## src/rtl/core/assert_macros.svh

```systemverilog
// Assertion macros shared by the clipped color-key blit core.
`ifndef ASSERT_MACROS_SVH
`define ASSERT_MACROS_SVH

// Check a property on every rising clk edge outside of reset.
`define ASSERT_CLK(lbl, prop, msg) \
  lbl: assert property (@(posedge clk) disable iff (rst) (prop)) else $error(msg);

// Check that a condition never holds outside of reset.
`define ASSERT_NEVER(lbl, cond, msg) \
  lbl: assert property (@(posedge clk) disable iff (rst) !(cond)) else $error(msg);

`endif

```

## src/rtl/core/ckb_pkg.sv

```systemverilog
// Shared types and constants of the clipped color-key blit core.
`default_nettype none
package ckb_pkg;

  localparam int unsigned MAX_SCREEN_DIM_DEF = 4096;
  localparam int unsigned ADDRESS_BITS_DEF   = 24;

  localparam int unsigned DIM_W    = 13;  // width of the screen size registers
  localparam int unsigned QUEUE_DEPTH = 4;

  // Configuration register indexes
  localparam logic [2:0] REG_ORIGIN_X      = 3'd0;
  localparam logic [2:0] REG_ORIGIN_Y      = 3'd1;
  localparam logic [2:0] REG_SPRITE_WIDTH  = 3'd2;
  localparam logic [2:0] REG_SPRITE_HEIGHT = 3'd3;
  localparam logic [2:0] REG_KEY_ENABLE    = 3'd4;
  localparam logic [2:0] REG_KEY_COLOR     = 3'd5;
  localparam logic [2:0] REG_SCREEN_WIDTH  = 3'd6;
  localparam logic [2:0] REG_SCREEN_HEIGHT = 3'd7;

  // Live configuration, screen sizes already clamped
  typedef struct packed {
    logic signed [15:0] origin_x;
    logic signed [15:0] origin_y;
    logic [15:0]        sprite_width;
    logic [15:0]        sprite_height;
    logic               key_enable;
    logic [31:0]        key_color;
    logic [DIM_W-1:0]   screen_w;
    logic [DIM_W-1:0]   screen_h;
  } cfg_t;

  // Classified pixel handed from front to back
  typedef struct packed {
    logic [31:0]      pixel;
    logic             write_ok;
    logic [DIM_W-1:0] px;
    logic [DIM_W-1:0] py;
    logic             last;
  } item_t;

endpackage
`default_nettype wire

```

## src/rtl/core/ckb_front.sv

```systemverilog
// Front end: sprite counters, clipping and color-key classification.
`default_nettype none
`include "assert_macros.svh"
module ckb_front (
  input  wire logic          clk,
  input  wire logic          rst,
  input  wire ckb_pkg::cfg_t cfg,
  input  wire logic          accept,
  input  wire logic [31:0]   source_pixel,
  output ckb_pkg::item_t     item
);

  logic [15:0] column_count;
  logic [15:0] row_count;
  logic [15:0] column_count_next;
  logic [15:0] row_count_next;

  logic signed [17:0] pos_x;
  logic signed [17:0] pos_y;
  logic               on_screen;
  logic               keyed;
  logic               row_end;
  logic               last;

  always_comb begin
    pos_x = 18'($signed(cfg.origin_x)) + $signed({2'b00, column_count});
    pos_y = 18'($signed(cfg.origin_y)) + $signed({2'b00, row_count});
    on_screen = !pos_x[17] && !pos_y[17] &&
                (pos_x[16:0] < {4'b0, cfg.screen_w}) &&
                (pos_y[16:0] < {4'b0, cfg.screen_h});
    keyed   = cfg.key_enable && (source_pixel == cfg.key_color);
    row_end = ({1'b0, column_count} + 17'd1) >= {1'b0, cfg.sprite_width};
    last    = row_end && (({1'b0, row_count} + 17'd1) >= {1'b0, cfg.sprite_height});

    item.pixel    = source_pixel;
    item.write_ok = on_screen && !keyed;
    item.px       = pos_x[ckb_pkg::DIM_W-1:0];
    item.py       = pos_y[ckb_pkg::DIM_W-1:0];
    item.last     = last;

    if (last) begin
      column_count_next = '0;
      row_count_next    = '0;
    end else if (row_end) begin
      column_count_next = '0;
      row_count_next    = row_count + 16'd1;
    end else begin
      column_count_next = column_count + 16'd1;
      row_count_next    = row_count;
    end
  end

  always_ff @(posedge clk) begin
    if (rst) begin
      column_count <= '0;
      row_count    <= '0;
    end else if (accept) begin
      column_count <= column_count_next;
      row_count    <= row_count_next;
    end
  end

  `ASSERT_CLK(a_clear, (accept && last) |=> {row_count, column_count} == '0, "counters not reset")

endmodule
`default_nettype wire

```

## src/rtl/core/ckb_queue.sv

```systemverilog
// Short FIFO of classified pixels between front and back end.
`default_nettype none
`include "assert_macros.svh"
module ckb_queue (
  input  wire logic           clk,
  input  wire logic           rst,
  input  wire logic           push,
  input  wire ckb_pkg::item_t push_item,
  output logic                full,
  input  wire logic           pop,
  output ckb_pkg::item_t      head,
  output logic                empty
);

  localparam int unsigned DEPTH = ckb_pkg::QUEUE_DEPTH;
  localparam int unsigned PTR_W = $clog2(DEPTH);

  ckb_pkg::item_t   mem [DEPTH];
  logic [PTR_W-1:0] wr_ptr;
  logic [PTR_W-1:0] rd_ptr;
  logic [PTR_W:0]   count;

  assign full  = (count == (PTR_W+1)'(DEPTH));
  assign empty = (count == '0);
  assign head  = mem[rd_ptr];

  always_ff @(posedge clk) begin
    if (push) begin
      mem[wr_ptr] <= push_item;
    end
  end

  always_ff @(posedge clk) begin
    if (rst) begin
      wr_ptr <= '0;
      rd_ptr <= '0;
      count  <= '0;
    end else begin
      if (push) begin
        wr_ptr <= wr_ptr + PTR_W'(1);
      end
      if (pop) begin
        rd_ptr <= rd_ptr + PTR_W'(1);
      end
      if (push && !pop) begin
        count <= count + (PTR_W+1)'(1);
      end else if (pop && !push) begin
        count <= count - (PTR_W+1)'(1);
      end
    end
  end

  `ASSERT_CLK(a_count_bound, count <= (PTR_W+1)'(DEPTH), "queue count beyond depth")
  `ASSERT_NEVER(a_no_underflow, pop && empty, "pop from empty queue")

endmodule
`default_nettype wire

```

## src/rtl/core/ckb_back.sv

```systemverilog
// Back end: destination address and the result register.
`default_nettype none
`include "assert_macros.svh"
module ckb_back #(
  parameter int unsigned ADDRESS_BITS = ckb_pkg::ADDRESS_BITS_DEF
) (
  input  wire logic                     clk,
  input  wire logic                     rst,
  input  wire logic [ckb_pkg::DIM_W-1:0] screen_w,
  input  wire ckb_pkg::item_t           q_head,
  input  wire logic                     q_empty,
  output logic                          q_pop,
  input  wire logic                     pop,
  output logic                          empty,
  output logic                          write_enable,
  output logic [ADDRESS_BITS-1:0]       pixel_address,
  output logic [31:0]                   pixel_color,
  output logic                          last_pixel
);

  logic                    out_valid;
  logic [2*ckb_pkg::DIM_W-1:0] row_base;
  logic [31:0]             addr_sum;

  assign empty = !out_valid;
  assign q_pop = !q_empty && (!out_valid || pop);

  always_comb begin
    row_base = {{ckb_pkg::DIM_W{1'b0}}, q_head.py} * {{ckb_pkg::DIM_W{1'b0}}, screen_w};
    addr_sum = 32'(row_base) + 32'(q_head.px);
  end

  always_ff @(posedge clk) begin
    if (rst) begin
      out_valid <= 1'b0;
    end else if (q_pop) begin
      out_valid <= 1'b1;
    end else if (pop) begin
      out_valid <= 1'b0;
    end
  end

  always_ff @(posedge clk) begin
    if (q_pop) begin
      write_enable  <= q_head.write_ok;
      pixel_address <= q_head.write_ok ? addr_sum[ADDRESS_BITS-1:0] : '0;
      pixel_color   <= q_head.pixel;
      last_pixel    <= q_head.last;
    end
  end

  `ASSERT_CLK(a_fill_output, (!q_empty && !out_valid) |=> out_valid, "output register not filled")

endmodule
`default_nettype wire

```

## src/rtl/core/clipped_color_key_blit_core.sv

```systemverilog
// Top level of the clipped color-key blit core.
//
// Usage: write the sprite origin, sprite size, color key and screen size
// through the cfg channel (cfg_valid/cfg_ready, cfg_index, cfg_data) while
// the core is idle; cfg_ready is always high. Then stream the sprite's
// source pixels in row-major order with push/full. Every pixel yields one
// result transaction, taken with pop/empty: write_enable, pixel_address
// (row * screen_width + column), pixel_color and last_pixel on the final
// pixel of the sprite, after which the counters start over.
// A pushed pixel is written into the queue, and then into the output register
// once that register is free. Throughput: one pixel per cycle while pop keeps
// up, set by the combinational classify in the front end and the one
// multiply-add per cycle in the back end. A four-entry queue parts the two
// ends, and an output register holds the result: when pop stays low, the
// queue fills and full rises; nothing is dropped. Reset (rst, synchronous)
// clears the counters, queue and output valid flag, and loads the register
// reset values (origin 0,0; sprite 1x1; key off, key 0; screen 1024x768).
`default_nettype none
module clipped_color_key_blit_core #(
  parameter int unsigned MAX_SCREEN_DIM = ckb_pkg::MAX_SCREEN_DIM_DEF,
  parameter int unsigned ADDRESS_BITS   = ckb_pkg::ADDRESS_BITS_DEF
) (
  input  wire logic                   clk,
  input  wire logic                   rst,
  // source pixel channel
  input  wire logic                   push,
  output logic                        full,
  input  wire logic [31:0]            source_pixel,
  // result channel
  input  wire logic                   pop,
  output logic                        empty,
  output logic                        write_enable,
  output logic [ADDRESS_BITS-1:0]     pixel_address,
  output logic [31:0]                 pixel_color,
  output logic                        last_pixel,
  // configuration write channel
  input  wire logic                   cfg_valid,
  output logic                        cfg_ready,
  input  wire logic [2:0]             cfg_index,
  input  wire logic [31:0]            cfg_data
);

  localparam logic [ckb_pkg::DIM_W-1:0] DIM_LIMIT = ckb_pkg::DIM_W'(MAX_SCREEN_DIM);

  // Configuration registers
  logic signed [15:0]          origin_x;
  logic signed [15:0]          origin_y;
  logic [15:0]                 sprite_width;
  logic [15:0]                 sprite_height;
  logic                        key_enable;
  logic [31:0]                 key_color;
  logic [ckb_pkg::DIM_W-1:0]   screen_width;
  logic [ckb_pkg::DIM_W-1:0]   screen_height;

  ckb_pkg::cfg_t  cfg;
  ckb_pkg::item_t front_item;
  ckb_pkg::item_t q_head;
  logic           in_accept;
  logic           q_empty;
  logic           q_pop;

  assign cfg_ready = 1'b1;

  always_ff @(posedge clk) begin
    if (rst) begin
      origin_x      <= '0;
      origin_y      <= '0;
      sprite_width  <= 16'd1;
      sprite_height <= 16'd1;
      key_enable    <= 1'b0;
      key_color     <= '0;
      screen_width  <= ckb_pkg::DIM_W'(1024);
      screen_height <= ckb_pkg::DIM_W'(768);
    end else if (cfg_valid && cfg_ready) begin
      case (cfg_index)
        ckb_pkg::REG_ORIGIN_X:      origin_x      <= $signed(cfg_data[15:0]);
        ckb_pkg::REG_ORIGIN_Y:      origin_y      <= $signed(cfg_data[15:0]);
        ckb_pkg::REG_SPRITE_WIDTH:  sprite_width  <= cfg_data[15:0];
        ckb_pkg::REG_SPRITE_HEIGHT: sprite_height <= cfg_data[15:0];
        ckb_pkg::REG_KEY_ENABLE:    key_enable    <= cfg_data[0];
        ckb_pkg::REG_KEY_COLOR:     key_color     <= cfg_data;
        ckb_pkg::REG_SCREEN_WIDTH:  screen_width  <= cfg_data[ckb_pkg::DIM_W-1:0];
        ckb_pkg::REG_SCREEN_HEIGHT: screen_height <= cfg_data[ckb_pkg::DIM_W-1:0];
        default: begin
        end
      endcase
    end
  end

  // Saturate the screen size to the largest supported dimension
  always_comb begin
    cfg.origin_x      = origin_x;
    cfg.origin_y      = origin_y;
    cfg.sprite_width  = sprite_width;
    cfg.sprite_height = sprite_height;
    cfg.key_enable    = key_enable;
    cfg.key_color     = key_color;
    cfg.screen_w      = (screen_width > DIM_LIMIT) ? DIM_LIMIT : screen_width;
    cfg.screen_h      = (screen_height > DIM_LIMIT) ? DIM_LIMIT : screen_height;
  end

  // Take a pixel whenever the queue has room
  assign in_accept = push && !full;

  ckb_front u_front (
    .clk          (clk),
    .rst          (rst),
    .cfg          (cfg),
    .accept       (in_accept),
    .source_pixel (source_pixel),
    .item         (front_item)
  );

  ckb_queue u_queue (
    .clk       (clk),
    .rst       (rst),
    .push      (in_accept),
    .push_item (front_item),
    .full      (full),
    .pop       (q_pop),
    .head      (q_head),
    .empty     (q_empty)
  );

  ckb_back #(
    .ADDRESS_BITS (ADDRESS_BITS)
  ) u_back (
    .clk           (clk),
    .rst           (rst),
    .screen_w      (cfg.screen_w),
    .q_head        (q_head),
    .q_empty       (q_empty),
    .q_pop         (q_pop),
    .pop           (pop),
    .empty         (empty),
    .write_enable  (write_enable),
    .pixel_address (pixel_address),
    .pixel_color   (pixel_color),
    .last_pixel    (last_pixel)
  );

endmodule
`default_nettype wire
```

## config.mk

```make
export PLATFORM = sky130hd
export DESIGN_NAME = clipped_color_key_blit_core
export DESIGN_NICKNAME = d
export VERILOG_FILES = /design/src/rtl/core/ckb_pkg.sv /design/src/rtl/core/ckb_front.sv /design/src/rtl/core/ckb_queue.sv /design/src/rtl/core/ckb_back.sv /design/src/rtl/core/clipped_color_key_blit_core.sv
export VERILOG_INCLUDE_DIRS = /design/src /design/src/rtl/core
export SDC_FILE = /design/constraint.sdc
export NUM_CORES = 1
export LEC_CHECK = 0
export ABC_AREA = 1
export BUFFER_PORTS_ARGS = -buffer_cell sky130_fd_sc_hd__buf_2
export CAP_MARGIN = 10
export CORE_MARGIN = 2
export CORE_UTILIZATION = 35
export CTS_CLUSTER_DIAMETER = 120
export DETAILED_ROUTE_END_ITERATION = 16
export HOLD_SLACK_MARGIN = 0.06
export SLEW_MARGIN = 0
export SYNTH_ARGS = -nofsm -noshare
export SYNTH_HDL_FRONTEND = slang
export SYNTH_SLANG_ARGS = --single-unit
```

## constraint.sdc

```tcl
create_clock -name clk -period 12.2 [get_ports clk]
set_input_delay 1.83 -clock clk [delete_from_list [all_inputs] [get_ports clk]]
set_output_delay 1.83 -clock clk [all_outputs]
set_load 0.1 [all_outputs]
```

# Yosys cells after proc, flatten, opt, wreduce, memory -nomap -nowiden
# Memory sizes are Yosys's and may differ from the RTL's. A register that Yosys moved wholly into a read port is not among the register bits.
# Index checks and enable logic that the tools add are counted.
[totals]
register_bits = 221
latch_bits = 0
ramBits = 240
mem_bits_ro = 0
in_bits = 72
output_inout_bits = 61
n_memories = 1
[mem_list]
columns = ["memory", "words", "word_bits", "read_ports", "rd_clocked_by_memory_dff", "wr", "line_no", "text"]
rows = [
  ["u_queue.mem", 4, 60, 1, 1, 1, "ckb_queue.sv:18", "ckb_pkg::item_t mem [DEPTH];"],
]
[classes]
add_sub_neg = 11
mul = 1
n_div = 0
order_cmp = 6
eq_ne = 9
shifts = 0
mux = 14
bitwise_logic = 0
reduce_logical = 33
[op_table]
columns = ["op", "n"]
rows = [
  ["$mux 16", 4],
  ["$add 16x17->18", 2],
  ["$add 16x1->17 const B", 2],
  ["$ge 17x16->1", 2],
  ["$lt 17x13->1", 2],
  ["$add 16x1->16 const B", 2],
  ["$eq 32x32->1", 1],
  ["$gt 13x13->1 const B", 2],
  ["$mux 13", 2],
  ["$add 24x13->24", 1],
  ["$mul 13x13->24", 1],
  ["$reduce_and 2->1", 9],
  ["$eq 3x3->1 const B", 5],
  ["$logic_and 1x1->1", 10],
  ["$logic_not 1->1", 8],
  ["$eq 3x2->1 const B", 2],
  ["$logic_not 3->1", 2],
  ["$mux 3", 2],
  ["$reduce_bool 2->1", 3],
  ["$add 2x1->2 const B", 2],
  ["$mux 1", 4],
  ["$mux 2", 2],
  ["$add 3x1->3 const B", 1],
  ["$eq 3x1->1 const B", 1],
  ["other kinds (2)", 2],
]

# Longest topological paths before layout
[depth]
ltp_word = 7
mapped_depth = 34
ltp_nobuf = 32

# Cells and area by module
# From an unflattened synthesis, not the netlist that was laid out.
[hier_totals]
cells_unflattened = 3313
area_unflattened_um2 = 28648.7
[modules_own_cells]
columns = ["mod", "instances", "cells_per_inst", "area_each_um2", "seq_area_each_um2"]
rows = [
  ["ckb_queue", 1, 638, 9509.1, 7387.1],
  ["ckb_back", 1, 1079, 8540.7, 1761.7],
  ["ckb_front", 1, 989, 6003.3, 640.6],
  ["clipped_color_key_blit_core", 1, 607, 4595.7, 2462.4],
]

# Least setup slack after synthesis
# Ideal clock, no wire load.
[synth_path]
path_kind = "register to register"
from = "register with a tool-made name"
to = "register u_back.pixel_address[19] (data pin)"
t_arrival_ps = 5996
path_slack_ps = 5943
stages_incl_launch_ff = 27
path_buffers = 3
synth_period_minus_slack_ps = 6257
path_cell_list = "dfxtp_1 > clkbuf_1 > inv_1 > buf_2 > buf_1 > nand3_1 > nand2_1 > inv_1 > nand2_1 > fa_1 > fa_1 > inv_1 > fa_1 > fa_1 > fa_1 > inv_1 > fa_1 > inv_1 > ha_1 > a21oi_1 > inv_1 > a31oi_1 > o21ai_0 > a21oi_1 > o21bai_1 > o21ai_0 > a21oi_1"
[synth_rtl]
columns = ["item", "line_no", "text"]
rows = [
  ["to (signal assigned)", "ckb_back.sv:46", "pixel_address <= q_head.write_ok ? addr_sum[ADDRESS_BITS-1:0] : '0;"],
  ["to (decl)", "ckb_back.sv:16", "output logic [ADDRESS_BITS-1:0] pixel_address,"],
]

==> flow_summary.yaml <==
clock_network:
  clockRootBuffer: "clkbuf_16"
  cts_post_setup_buffers_inserted: 0
  depth_of_the_cts_h_tree: 2
  cts_hold_buffers: 0
  clkTransAtPathRegs_ns: 0.06
  cts_resized: 0
  maximum_number_of_buffers_from_clock_root_to_sink: 3
  clock_insertion_delay_worst_skew_ns: 0.62
  cts_made_buffers: 51
  clock_sink_count: 463
  tritoncts: "yes"
sta:
  fin_setup_tns_ns: 0
  finalClockSkew_ns: 0.0309
  maxSlewViolCount: 0
  grt_setup_unrepaired: "false"
  timing.final.hold_violations: 0
  tightest_pin_transition_ns: 1.13
  hold_ws_ns: 0.461
  fmaxAchievable_mhz: 131
  worst_slew_margin_rel: 0.245
  timing.final.setup_violations: 0
  postLayoutSetupSlackWorst_ns: 4.59
  period_share: 0.624
  period_needed_ns: 7.61
worst_hold_path:
  min_delay_path_depth: 2
  min-delay-path-class: "flip-flop to flip-flop"
synth:
  postSynthRegisterBits: 463
  postSynth.asyncResetShare: 0
  postSynthNetCount: 3270
  ys_warn_count: 0
  synth.top_cells.by_count: "476 x nand2_1, 398 x nor2_1, 380 x inv_1, 298 x edfxtp_1, 267 x o21ai_0"
  synthCells: 2890
  ys_types: 49
  number_of_flops_mapped_to_enable_cells_by_yosys: 298
  synth-main-ff-cell: "edfxtp_1"
  area_of_the_mapped_netlist_um2: 26500
  post_synthesis_average_cell_area_um2: 9.18
  yosysSeqAreaShare: 0.462
  netlist.area_leader.share: 0.337
  synthTopCellsByArea: "edfxtp_1 34%, dfxtp_1 12%, fa_1 10%"
  synth_top_area_cell: "edfxtp_1"
  synthMostInstantiatedCell: "nand2_1"
setup_path:
  worst_setup_path_end_kind: "flip-flop"
  number_of_cells_traversed_by_the_worst_register_to_register_path: 25
  critical_path.most_common_cell: "fa_1"
  endpoint_of_the_worst_register_to_register_path: "u_back.pixel_address[22]"
  critical_path.max_fanout: 70
  critical_path.max_stage_delay_ns: 0.72
  setup.worst_path.end: "u_back.pixel_address[22]"
  timing.setup.critical_path_class: "flip-flop to flip-flop"
  timing.critical_path.slowest_stage_cell: "buf_4"
  worstPathArrival_ns: 8.06
  crit_path_start_kind: "flip-flop"
  ff2ff_setup_slack_ns: 4.59
  cp.required_ns: 12.65
power_and_ir_drop:
  seq_power_share: 0.309
  total_power_mw: 6.65
  power_leakage_nw: 13.2
  comb_power_share: 0.448
  clk_network_pwr_share: 0.243
  power_report.internal_total_mw: 3.66
  power.switching_fraction: 0.450
  peakVddDrop_v: 0.000162
  cellPowerDensity_nw_per_um2: 222
  power_switching_mw: 3.00
grt:
  grt_pass1_wl_um: 109000
  grtUsageTotal: 0.180
  grt_antenna_before_repair: 5
  grt_start_max_net_pins: 122
  vias_in_the_first_global_route: 19100
  grt_remaining_overflow: 0
cells_and_area:
  areaGrowthSynthToFinish_pct: 13.1
  final_cells: 4009
  layout-drive-gt1-share: 0.0840
  finalInstanceArea_um2: 30000
  final_core_density: 0.402
  layout.nets: 3374
drt:
  dr_wl_cell_um: 17.3
  detailroute.via_count: 19600
  remaining_drc_errors: 0
  routed_via_density: 4.89
  dr.pass1.iters: 7
  totalWireLength_um: 69500
  drt.antenna.violating_nets: 0
  drt_first_iter_violations: 1322
placement:
  dp.final_hpwl_um: 48800
  dp_worst_setup_slack_ns: 4.59
  gp_congestion: 0.895
  place_area_um2: 28200
  place.detailed.instances: 3910
  port-buffer-count: 131
floorplanning:
  die_h_um: 279
  initial_utilization: 0.355
  core.rowCount: 100
  core_um2: 74700
  fp.dieArea_um2: 78000
  floorplan.die.width_um: 279
  boundaryPins: 133
run:
  max-cap-violations: 0
outcome:
  outcome: "finished, final reports clean"
==> worst min-delay path by stage <==
stage / slack, ns / endpoint / startpoint
after floorplan: 0.44 / sprite_height[10] / sprite_height[10]
after global placement: 0.45 / sprite_height[8] / sprite_height[8]
after detailed placement: 0.45 / sprite_height[8] / sprite_height[8]
after CTS: 0.46 / sprite_height[8] / sprite_height[8]
after global routing: 0.48 / sprite_height[8] / sprite_height[8]
final: 0.46 / sprite_height[11] / sprite_height[11]
==> routing by layer <==
metal  vias up  routed length (um)  global-route usage
met5         -                   0                   0
met4         0                1430              0.0445
met3        83                3220              0.0259
met2       404               32700               0.301
met1      9333               32200               0.244
li1       9774                   -                   -
==> flip-flops by register name, indices dropped and copies added, names as in the netlist, 2 cells and up, named ones only <==
name	count
u_queue.wr_ptr	2
u_front.row_count	16
u_back.pixel_address	24
sprite_width	16
origin_x	16
u_queue.rd_ptr	2
screen_width	13
u_back.pixel_color	32
screen_height	13
u_queue.count	3
u_queue.mem	240
u_front.column_count	16
sprite_height	16
key_color	32
origin_y	16
==> final cells by class <==
class	count	area [um^2]
Antenna cell	3	7.51
Clock buffer	72	1510
Clock inverter	24	317
Fill cell	7346	44700
Inverter	391	1470
Multi-Input combinational cell	1941	12500
Sequential cell	463	12300
Tap cell	969	1210
Timing Repair Buffer	146	768
==> logic make-up after synthesis <==
| family | after synthesis | share of synthesized area |
|---|---|---|
| xor gates and xnor gates | 64 | 0.0211 |
| AOI/OAI and AO/OA | 553 | 0.110 |
| DFF | 463 | 0.462 |
| buffers and inverters | 486 | 0.0698 |
| adders and majority gates | 308 | 0.183 |
| other | 1 | 0.000141 |
| and+or+nand+nor | 1015 | 0.154 |
==> power groups by stage <==
| stage | combinational [mW] | clock [mW] | sequential (mW) |
|---|---|---|---|
| after floorplan | 1.55 | 0 | 2.82 |
| after CTS | 3.01 | 1.65 | 2.06 |
| after detailed placement | 2.99 | 0 | 2.10 |
| after global routing | 3.32 | 1.72 | 2.08 |
| final | 2.98 | 1.62 | 2.06 |
| after global placement | 2.97 | 0 | 2.10 |
==> worst max-delay path: cells and delay by family (launching register included) <==
family,cells,cell delay [ns]
buffers and inverters,6,1.65
adders and majority gates,7,3.47
DFF,1,0.44
and+or+nand+nor,10,1.65
AOI/OAI and AO/OA,2,0.21
==> cells in the final DEF, fill, tap and decap left out, types with 4 or more instances in the layout <==
cell type	instances
clkinv_2	11
nor2_1	394
clkbuf_16	53
nor3_1	14
buf_2	131
nor2_4	6
dfxtp_1	163
o21ai_0	267
fa_1	132
buf_4	15
clkbuf_8	10
clkinvlp_4	5
nand4_1	34
a32o_1	7
clkinv_1	10
a31oi_1	4
xor2_1	43
edfxtp_1	298
nand3_1	72
a21oi_1	203
o22ai_1	43
inv_1	378
nand2_1	476
xnor2_1	21
a21o_1	8
clkbuf_1	7
ha_1	176
bufinv_16	4
No activity file was read; power rests on OpenSTA's default activity.
